==> config.mk <==
export PLATFORM = sky130hd
export DESIGN_NAME = masked_haar_forward_lift_flat
export DESIGN_NICKNAME = d
export VERILOG_FILES = /design/src/rtl/mhfl_pkg.sv /design/src/rtl/mhfl_req_if.sv /design/src/rtl/mhfl_rsp_if.sv /design/src/rtl/mhfl_scale.sv /design/src/rtl/masked_haar_forward_lift.sv /design/src/flat_wrapper.sv
export SDC_FILE = /design/constraint.sdc
export NUM_CORES = 2
export LEC_CHECK = 0
export BUFFER_PORTS_ARGS = -buffer_cell sky130_fd_sc_hd__buf_4
export CAP_MARGIN = 20
export CORE_MARGIN = 5
export CORE_UTILIZATION = 23
export DETAILED_ROUTE_END_ITERATION = 6
export SYNTH_ARGS = -nofsm -noshare
export SYNTH_HDL_FRONTEND = slang
export SYNTH_SLANG_ARGS = --single-unit
==> constraint.sdc <==
create_clock -name clock -period 10.4 [get_ports clock]
set_input_delay 2.08 -clock clock [delete_from_list [all_inputs] [get_ports clock]]
set_output_delay 2.08 -clock clock [all_outputs]
set_load 0.01 [all_outputs]
==> src/rtl/mhfl_pkg.sv <==
package mhfl_pkg;

   localparam int MAX_BLOCK_DEF  = 8;
   localparam int DATA_WIDTH_DEF = 32;

   // scale factors carry 30 fraction bits; 1/sqrt(1) needs the 31st bit
   localparam int SCALE_SHIFT = 30;
   localparam int SCALE_W     = 31;

   // digit width of the serial multiplier
   localparam int DIGIT_W = 16;

   localparam logic KIND_LOWPASS = 1'b0;
   localparam logic KIND_DETAIL  = 1'b1;

   typedef logic [SCALE_W-1:0] scale_type;

   // round(2^30 / sqrt(n))
   function automatic scale_type lp_scale(input logic [3:0] n);
      scale_type s;
      unique case (n)
         4'd1:    s = 31'd1073741824;
         4'd2:    s = 31'd759250125;
         4'd3:    s = 31'd619925131;
         4'd4:    s = 31'd536870912;
         4'd5:    s = 31'd480191942;
         4'd6:    s = 31'd438353264;
         4'd7:    s = 31'd405836263;
         4'd8:    s = 31'd379625062;
         default: s = '0;
      endcase
      return s;
   endfunction

   // round(2^30 / sqrt(8n))
   function automatic scale_type dt_scale(input logic [3:0] n);
      scale_type s;
      unique case (n)
         4'd1:    s = 31'd379625062;
         4'd2:    s = 31'd268435456;
         4'd3:    s = 31'd219176632;
         4'd4:    s = 31'd189812531;
         4'd5:    s = 31'd169773489;
         4'd6:    s = 31'd154981283;
         4'd7:    s = 31'd143484787;
         4'd8:    s = 31'd134217728;
         default: s = '0;
      endcase
      return s;
   endfunction

endpackage

==> src/rtl/mhfl_req_if.sv <==
interface mhfl_req_if #(
   parameter int DATA_WIDTH = mhfl_pkg::DATA_WIDTH_DEF
);
   logic                  valid;
   logic                  ready;
   logic [DATA_WIDTH-1:0] sample;
   logic                  last_of_block;

   modport source (output valid, output sample, output last_of_block, input ready);
   modport sink   (input valid, input sample, input last_of_block, output ready);
endinterface

==> src/rtl/mhfl_rsp_if.sv <==
interface mhfl_rsp_if #(
   parameter int DATA_WIDTH = mhfl_pkg::DATA_WIDTH_DEF
);
   logic                  valid;
   logic                  ready;
   logic                  kind;
   logic [DATA_WIDTH-1:0] coefficient;
   logic                  last_of_run;
   logic                  overflow_flag;

   modport source (output valid, output kind, output coefficient, output last_of_run,
                   output overflow_flag, input ready);
   modport sink   (input valid, input kind, input coefficient, input last_of_run,
                   input overflow_flag, output ready);
endinterface

==> src/rtl/mhfl_scale.sv <==
module mhfl_scale #(
   parameter int DATA_WIDTH = mhfl_pkg::DATA_WIDTH_DEF,
   parameter int MAG_W      = DATA_WIDTH + 4
) (
   input  logic                    clock,
   input  logic                    reset,
   input  logic                    start,
   input  logic [MAG_W-1:0]        mag,
   input  logic                    neg,
   input  mhfl_pkg::scale_type     scale,
   output logic                    done,
   output logic [DATA_WIDTH-1:0]   result
);

   localparam int DW     = mhfl_pkg::DIGIT_W;
   localparam int SW     = mhfl_pkg::SCALE_W;
   localparam int SHIFT  = mhfl_pkg::SCALE_SHIFT;
   localparam int ND     = (MAG_W + DW - 1) / DW;
   localparam int SH_W   = ND * DW;
   localparam int PW     = SH_W + SW;
   localparam int QW     = PW - SHIFT;
   localparam int CNT_W  = $clog2(ND + 1);

   localparam logic [1:0] SC_IDLE = 2'd0;
   localparam logic [1:0] SC_MUL  = 2'd1;
   localparam logic [1:0] SC_RND  = 2'd2;

   localparam logic [PW-1:0] HALF    = PW'(1) << (SHIFT - 1);
   localparam logic [QW-1:0] POS_MAX = {{(QW - DATA_WIDTH + 1){1'b0}}, {(DATA_WIDTH - 1){1'b1}}};
   localparam logic [QW-1:0] NEG_MAX = POS_MAX + QW'(1);

   logic [1:0]            state_ff, state_in;
   logic [CNT_W-1:0]      cnt_ff, cnt_in;
   logic [SH_W-1:0]       sh_ff, sh_in;
   logic [PW-1:0]         acc_ff, acc_in;
   mhfl_pkg::scale_type   scale_ff, scale_in;
   logic                  neg_ff, neg_in;
   logic                  done_ff, done_in;
   logic [DATA_WIDTH-1:0] result_ff, result_in;

   logic [DW-1:0]         digit;
   logic [DW+SW-1:0]      pp;
   logic [PW-1:0]         rnd;
   logic [QW-1:0]         q;
   logic [QW-1:0]         q_neg;

   assign digit = sh_ff[SH_W-1 -: DW];
   assign pp    = digit * scale_ff;
   assign rnd   = acc_ff + HALF;
   assign q     = rnd[PW-1:SHIFT];
   assign q_neg = (q > NEG_MAX) ? (QW'(0) - NEG_MAX) : (QW'(0) - q);

   always_comb begin
      state_in  = state_ff;
      cnt_in    = cnt_ff;
      sh_in     = sh_ff;
      acc_in    = acc_ff;
      scale_in  = scale_ff;
      neg_in    = neg_ff;
      done_in   = 1'b0;
      result_in = result_ff;
      unique case (state_ff)
         SC_IDLE: begin
            if (start) begin
               sh_in    = SH_W'(mag);
               acc_in   = '0;
               scale_in = scale;
               neg_in   = neg;
               cnt_in   = CNT_W'(ND);
               state_in = SC_MUL;
            end
         end
         SC_MUL: begin
            // most significant digit first
            acc_in = (acc_ff << DW) + PW'(pp);
            sh_in  = sh_ff << DW;
            cnt_in = cnt_ff - CNT_W'(1);
            if (cnt_ff == CNT_W'(1)) state_in = SC_RND;
         end
         SC_RND: begin
            if (neg_ff) result_in = q_neg[DATA_WIDTH-1:0];
            else if (q > POS_MAX) result_in = POS_MAX[DATA_WIDTH-1:0];
            else result_in = q[DATA_WIDTH-1:0];
            done_in  = 1'b1;
            state_in = SC_IDLE;
         end
         default: state_in = SC_IDLE;
      endcase
   end

   always_ff @(posedge clock) begin
      if (reset) begin
         state_ff <= SC_IDLE;
         cnt_ff   <= '0;
         done_ff  <= 1'b0;
      end else begin
         state_ff <= state_in;
         cnt_ff   <= cnt_in;
         done_ff  <= done_in;
      end
   end

   always_ff @(posedge clock) begin
      sh_ff     <= sh_in;
      acc_ff    <= acc_in;
      scale_ff  <= scale_in;
      neg_ff    <= neg_in;
      result_ff <= result_in;
   end

   assign done   = done_ff;
   assign result = result_ff;

endmodule

==> src/rtl/masked_haar_forward_lift.sv <==
// Forward Haar lift over masked 2x2x2 blocks, one level.
// req_ch carries one sample per beat with last_of_block marking the end of a
// block of 1 to MAX_BLOCK samples. While a block is still open, each beat is
// taken as it comes and produces nothing. The closing beat starts the
// output run on rsp_ch: one lowpass beat (kind 0), then one detail beat
// (kind 1) per buffered sample in arrival order, the final one flagged by
// last_of_run. overflow_flag is set on every beat of a run whose block got
// more than MAX_BLOCK samples; the extra samples are dropped.
// Each coefficient goes through one shared digit-serial multiplier of
// DIGIT_W-bit digits, ND = ceil((DATA_WIDTH+4)/16) of them (3 at 32 bits):
// the operand is formed, multiplied most significant digit first, rounded
// and saturated, then handed over. The next coefficient starts only after
// the current beat is taken, so a block of n samples yields n+1 result
// beats one at a time. req_ch.ready is low for the whole run. A stall on
// rsp_ch holds the current beat and the run simply waits.
// Reset clears the sample count, running sum and overflow mark; the sample
// buffer is not cleared, only entries written in the current block are read.
module masked_haar_forward_lift #(
   parameter int MAX_BLOCK  = mhfl_pkg::MAX_BLOCK_DEF,
   parameter int DATA_WIDTH = mhfl_pkg::DATA_WIDTH_DEF
) (
   input  logic     clock,
   input  logic     reset,
   mhfl_req_if.sink   req_ch,
   mhfl_rsp_if.source rsp_ch
);

   localparam int CNT_W = $clog2(MAX_BLOCK + 1);
   localparam int IDX_W = $clog2(MAX_BLOCK);
   localparam int SUM_W = DATA_WIDTH + 3;
   localparam int MAG_W = DATA_WIDTH + 4;

   localparam logic [1:0] ST_IDLE = 2'd0;
   localparam logic [1:0] ST_OPER = 2'd1;
   localparam logic [1:0] ST_WAIT = 2'd2;
   localparam logic [1:0] ST_OUT  = 2'd3;

   logic [1:0]            state_ff, state_in;
   logic [CNT_W-1:0]      count_ff, count_in;
   logic [SUM_W-1:0]      sum_ff, sum_in;
   logic                  ovf_ff, ovf_in;
   logic                  kind_ff, kind_in;
   logic [IDX_W-1:0]      idx_ff, idx_in;
   logic [DATA_WIDTH-1:0] buf_ff [MAX_BLOCK];
   logic [DATA_WIDTH-1:0] x_sel_ff;

   logic                  accept;
   logic                  has_room;
   logic                  run_last;
   logic [MAG_W-1:0]      x_ext;
   logic [MAG_W-1:0]      sum_ext;
   logic [MAG_W-1:0]      nx;
   logic [MAG_W-1:0]      operand;
   logic                  op_neg;
   logic [MAG_W-1:0]      op_mag;
   mhfl_pkg::scale_type   op_scale;
   logic                  start;
   logic                  done;
   logic [DATA_WIDTH-1:0] coef;

   assign accept   = req_ch.valid && req_ch.ready;
   assign has_room = count_ff < CNT_W'(MAX_BLOCK);
   assign run_last = (kind_ff == mhfl_pkg::KIND_DETAIL) &&
                     ((CNT_W'(idx_ff) + CNT_W'(1)) == count_ff);

   assign x_ext   = {{4{x_sel_ff[DATA_WIDTH-1]}}, x_sel_ff};
   assign sum_ext = {sum_ff[SUM_W-1], sum_ff};
   assign nx      = MAG_W'($signed(x_ext) * $signed({{(MAG_W - CNT_W){1'b0}}, count_ff}));

   always_comb begin
      if (kind_ff == mhfl_pkg::KIND_LOWPASS) begin
         operand  = sum_ext;
         op_scale = mhfl_pkg::lp_scale(4'(count_ff));
      end else begin
         operand  = nx - sum_ext;
         op_scale = mhfl_pkg::dt_scale(4'(count_ff));
      end
      op_neg = operand[MAG_W-1];
      op_mag = op_neg ? (MAG_W'(0) - operand) : operand;
   end

   assign start = (state_ff == ST_OPER);

   mhfl_scale #(
      .DATA_WIDTH (DATA_WIDTH),
      .MAG_W      (MAG_W)
   ) u_scale (
      .clock  (clock),
      .reset  (reset),
      .start  (start),
      .mag    (op_mag),
      .neg    (op_neg),
      .scale  (op_scale),
      .done   (done),
      .result (coef)
   );

   always_comb begin
      state_in = state_ff;
      count_in = count_ff;
      sum_in   = sum_ff;
      ovf_in   = ovf_ff;
      kind_in  = kind_ff;
      idx_in   = idx_ff;
      unique case (state_ff)
         ST_IDLE: begin
            if (accept) begin
               if (has_room) begin
                  sum_in   = sum_ff + {{3{req_ch.sample[DATA_WIDTH-1]}}, req_ch.sample};
                  count_in = count_ff + CNT_W'(1);
               end else begin
                  ovf_in = 1'b1;
               end
               if (req_ch.last_of_block) begin
                  kind_in  = mhfl_pkg::KIND_LOWPASS;
                  idx_in   = '0;
                  state_in = ST_OPER;
               end
            end
         end
         ST_OPER: state_in = ST_WAIT;
         ST_WAIT: if (done) state_in = ST_OUT;
         ST_OUT: begin
            if (rsp_ch.ready) begin
               if (run_last) begin
                  // close the block
                  count_in = '0;
                  sum_in   = '0;
                  ovf_in   = 1'b0;
                  state_in = ST_IDLE;
               end else begin
                  if (kind_ff == mhfl_pkg::KIND_DETAIL) idx_in = idx_ff + IDX_W'(1);
                  kind_in  = mhfl_pkg::KIND_DETAIL;
                  state_in = ST_OPER;
               end
            end
         end
         default: state_in = ST_IDLE;
      endcase
   end

   always_ff @(posedge clock) begin
      if (reset) begin
         state_ff <= ST_IDLE;
         count_ff <= '0;
         sum_ff   <= '0;
         ovf_ff   <= 1'b0;
         kind_ff  <= mhfl_pkg::KIND_LOWPASS;
         idx_ff   <= '0;
      end else begin
         state_ff <= state_in;
         count_ff <= count_in;
         sum_ff   <= sum_in;
         ovf_ff   <= ovf_in;
         kind_ff  <= kind_in;
         idx_ff   <= idx_in;
      end
   end

   // read ahead at the next index so the sample is ready when the operand forms
   always_ff @(posedge clock) begin
      if (accept && has_room) buf_ff[count_ff[IDX_W-1:0]] <= req_ch.sample;
      x_sel_ff <= buf_ff[idx_in];
   end

   assign req_ch.ready         = (state_ff == ST_IDLE);
   assign rsp_ch.valid         = (state_ff == ST_OUT);
   assign rsp_ch.kind          = kind_ff;
   assign rsp_ch.coefficient   = coef;
   assign rsp_ch.last_of_run   = run_last;
   assign rsp_ch.overflow_flag = ovf_ff;

endmodule
==> src/flat_wrapper.sv <==
// flat-port wrapper written by rule: the top's interface ports become plain ports
module masked_haar_forward_lift_flat 
#(
   parameter int MAX_BLOCK  = mhfl_pkg::MAX_BLOCK_DEF,
   parameter int DATA_WIDTH = mhfl_pkg::DATA_WIDTH_DEF
)
  (clock, reset, req_ch_valid, req_ch_sample, req_ch_last_of_block, req_ch_ready, rsp_ch_valid, rsp_ch_kind, rsp_ch_coefficient, rsp_ch_last_of_run, rsp_ch_overflow_flag, rsp_ch_ready);
  mhfl_req_if #(.DATA_WIDTH(DATA_WIDTH)) req_ch_i ();
  mhfl_rsp_if #(.DATA_WIDTH(DATA_WIDTH)) rsp_ch_i ();
  input  logic clock;
  input  logic reset;
  input wire logic [$bits(req_ch_i.valid)-1:0] req_ch_valid;
  input wire logic [$bits(req_ch_i.sample)-1:0] req_ch_sample;
  input wire logic [$bits(req_ch_i.last_of_block)-1:0] req_ch_last_of_block;
  output wire logic [$bits(req_ch_i.ready)-1:0] req_ch_ready;
  output wire logic [$bits(rsp_ch_i.valid)-1:0] rsp_ch_valid;
  output wire logic [$bits(rsp_ch_i.kind)-1:0] rsp_ch_kind;
  output wire logic [$bits(rsp_ch_i.coefficient)-1:0] rsp_ch_coefficient;
  output wire logic [$bits(rsp_ch_i.last_of_run)-1:0] rsp_ch_last_of_run;
  output wire logic [$bits(rsp_ch_i.overflow_flag)-1:0] rsp_ch_overflow_flag;
  input wire logic [$bits(rsp_ch_i.ready)-1:0] rsp_ch_ready;
  assign req_ch_i.valid = req_ch_valid;
  assign req_ch_i.sample = req_ch_sample;
  assign req_ch_i.last_of_block = req_ch_last_of_block;
  assign req_ch_ready = req_ch_i.ready;
  assign rsp_ch_valid = rsp_ch_i.valid;
  assign rsp_ch_kind = rsp_ch_i.kind;
  assign rsp_ch_coefficient = rsp_ch_i.coefficient;
  assign rsp_ch_last_of_run = rsp_ch_i.last_of_run;
  assign rsp_ch_overflow_flag = rsp_ch_i.overflow_flag;
  assign rsp_ch_i.ready = rsp_ch_ready;
  masked_haar_forward_lift #(.MAX_BLOCK(MAX_BLOCK), .DATA_WIDTH(DATA_WIDTH)) u_core (.clock(clock), .reset(reset), .req_ch(req_ch_i), .rsp_ch(rsp_ch_i));
endmodule
==> run_results.csv <==
group,metric,value,unit
timing,rsz0062_at_grt,"false",
cts,numCtsBuffers,59,
worst_hold_path,hold_path_class,"flop to flop",
final_layout,drive_gt1_share,6.520,%
yosys,synth-seq-cells,581,
route,via_per_inst,4.477,
yosys,async_flop_share,0,%
grt,antenna_found_initial,6,
cts,clkLatencyLatePin,670,ps
setup_path,required,10770,ps
grt,use_met3,2.096,%
status,status,"complete, no violations",
yosys,synth_area_leader_cell,"edfxtp_1",
timing,hold_slack,483.9,ps
yosys,synth_warnings,0,
cts,holdBufCountCts,0,
yosys,synth_simple_gate_area_share,18.64,%
cts,clock_path_buffers,3,
timing,setup_viol,0,
grt,grt_busiest_layer,"met2",
floorplan,die_w,471.3,µm
floorplan,die_h,471.3,µm
cts,path_clk_slew,70,ps
grt,grt_pass1_wl,205.4,mm
final_layout,mostFrequentLayoutCell,"nand2_1",
grt,overflow,0,
yosys,yosysSeqAreaShare,32.88,%
yosys,synthMuxAreaShare,0.8946,%
floorplan,core_area,211900,µm²
grt,grt_util_met1,15.71,%
floorplan,start_util,23.10,%
timing,period_needed,8205,ps
setup_path,start_kind,"flop",
floorplan,io_pins,74,
timing,tightest_slew,1162,ps
yosys,synth_top_family_by_area,"adder cells",
setup_path,critPathMaxFanout,30,
placement,portBuffers,73,
floorplan,die-area,222200,µm²
yosys,syn_inst,5091,
setup_path,crit_type,"flop to flop",
route,drt_wl_total,128.6,mm
cts,htreeDepth,2,
timing,fin_skew,32.19,ps
yosys,yosys.area.top_type_share,27.36,%
final_layout,final_cell_mix,"nand2_1, inv_1, fa_1",
final_layout,fin_util,25.75,%
cts,root_buffer,"clkbuf_16",
timing,timing.fmax,121.9,MHz
setup_path,cp-end-kind,"flop",
route,routed-via-count,35430,
cts,post_cts.repair.setup_buffers,0,
timing,finalMaxSlewViolations,0,
timing,finalCritPeriodShare,78.89,%
job,maxCapViolations,0,
grt,grt_use_total,11.32,%
timing,slew_headroom,22.54,%
route,drc,0,
yosys,synth_area_leaders,"edfxtp_1, fa_1, ha_1",
yosys,synth_fp_nets,5918,
grt,grt_pass1_vias,36570,
placement,gp_congestion,0.8638,
yosys,syn_area,48950,µm²
setup_path,worstPathArrival,8570,ps
yosys,synth-edff-count,446,
cts,clock-sinks,581,
yosys,synth_cell_types,99,
timing,hold_viol_final,0,
grt,use_met2,18.42,%
final_layout,syn_to_final_growth,11.44,%
yosys,yosys.area_share.adder,28.38,%
route,wl_per_cell,16.25,µm
floorplan,rows,169,
route,ant_nets,0,
cts,cts_tree,"done",
yosys,synth_compound_area_share,8.036,%
cts,post_cts_resized,0,
final_layout,fin_nets,5870,
yosys,synth_xor_area_share,3.714,%
grt,grt_max_degree,94,
route,drtPass1Iterations,7,
timing,tns,0,ps
yosys,postSynthAreaPerCell,9.616,µm²
yosys,synthFlopType,"edfxtp_1",
placement,hpwl,92.52,mm
route,drt_iter0_markers,2737,
[final timing paths]
kind	slack [ps]	cells after the start	end	from
worst max-delay path	2200	23	u_core.u_scale.acc_ff[69]	u_core.u_scale.sh_ff[46]
worst min-delay path	480	1	u_core.u_scale.cnt_ff[0]	u_core.u_scale.cnt_ff[0]
worst max register to register	2200	23	u_core.u_scale.acc_ff[69]	u_core.u_scale.sh_ff[46]
worst min register to register	480	1	u_core.u_scale.cnt_ff[0]	u_core.u_scale.cnt_ff[0]
[layout make-up]
class / instances / area [µm²]
Clock buffer: 78 / 1618
Timing Repair Buffer: 115 / 863.3
Clock inverter: 32 / 337.8
Multi-Input combinational cell: 3552 / 29350
Sequential cell: 581 / 16100
Fill cell: 22580 / 157300
Antenna cell: 1 / 2.502
Inverter: 734 / 2755
Tap cell: 2821 / 3530
[cells by family after synthesis]
logic type	after synthesis
fa+ha+maj	790
xor+xnor	205
compound gates	604
flops	581
simple gates	1912
mux	41
buf+inv	958
[critical path, stage by stage, from the launching register on]
cell and delay, ps:
edfxtp_1 1120, and2_1 280, fa_1 450, fa_1 520
fa_1 530, fa_1 530, fa_1 550, inv_1 60
fa_1 540, inv_1 50, ha_1 360, a21o_1 200
a21oi_1 160, o21ai_0 130, and3_1 230, a2111oi_2 590
a21oi_2 210, a211oi_1 470, o31a_1 310, o31ai_4 180
nand3_1 190, nor2_1 70, xnor2_1 150, nor2_1 50
[synthesized netlist by cell type, types with 69 or more instances]
library cell / number
dfxtp_1: 135
and2_1: 323
a21o_1: 69
fa_1: 534
xnor2_1: 120
nand3_1: 223
ha_1: 256
clkbuf_1: 193
inv_1: 731
a21oi_1: 175
nand2_1: 803
nor3_1: 69
xor2_1: 82
o21ai_0: 141
nor2_1: 278
edfxtp_1: 446
[flip-flops by register name (all words and copies together), names as in the netlist, named ones only]
name                         flops
u_core.u_scale.done              1
u_core.u_scale.result           32
u_core.rsp_ch.overflow_flag      1
u_core.u_scale.state_ff          2
u_core.x_sel_ff                 32
u_core.u_scale.cnt_ff            2
u_core.idx_ff                    3
u_core.buf_ff                  256
u_core.u_scale.acc_ff           79
u_core.count_ff                  4
u_core.rsp_ch.kind               1
u_core.u_scale.scale_ff         30
u_core.u_scale.neg_ff            1
u_core.sum_ff                   35
u_core.u_scale.sh_ff            48
u_core.state_ff                  2
[routing by layer]
layer | vias up | wire, µm
met1 | 17690 | 58690
met4 | 10 | 2858
met5 | - | 55
met2 | 1062 | 58480
li1 | 16470 | -
met3 | 202 | 8505
[per-stage QoR]
step	setup WS (ps)	cells	area [µm²]
4_1_cts	2247	7913	54550
6_report	2195	7914	54550
2_1_floorplan	3401	5091	48950
3_5_place_dp	2275	7803	52590
3_3_place_gp	2360	7803	52590
5_1_grt	1890	7913	54550
Power is not shown: default switching activity piles up to over one toggle a cycle in this logic, so the estimate is an artifact.
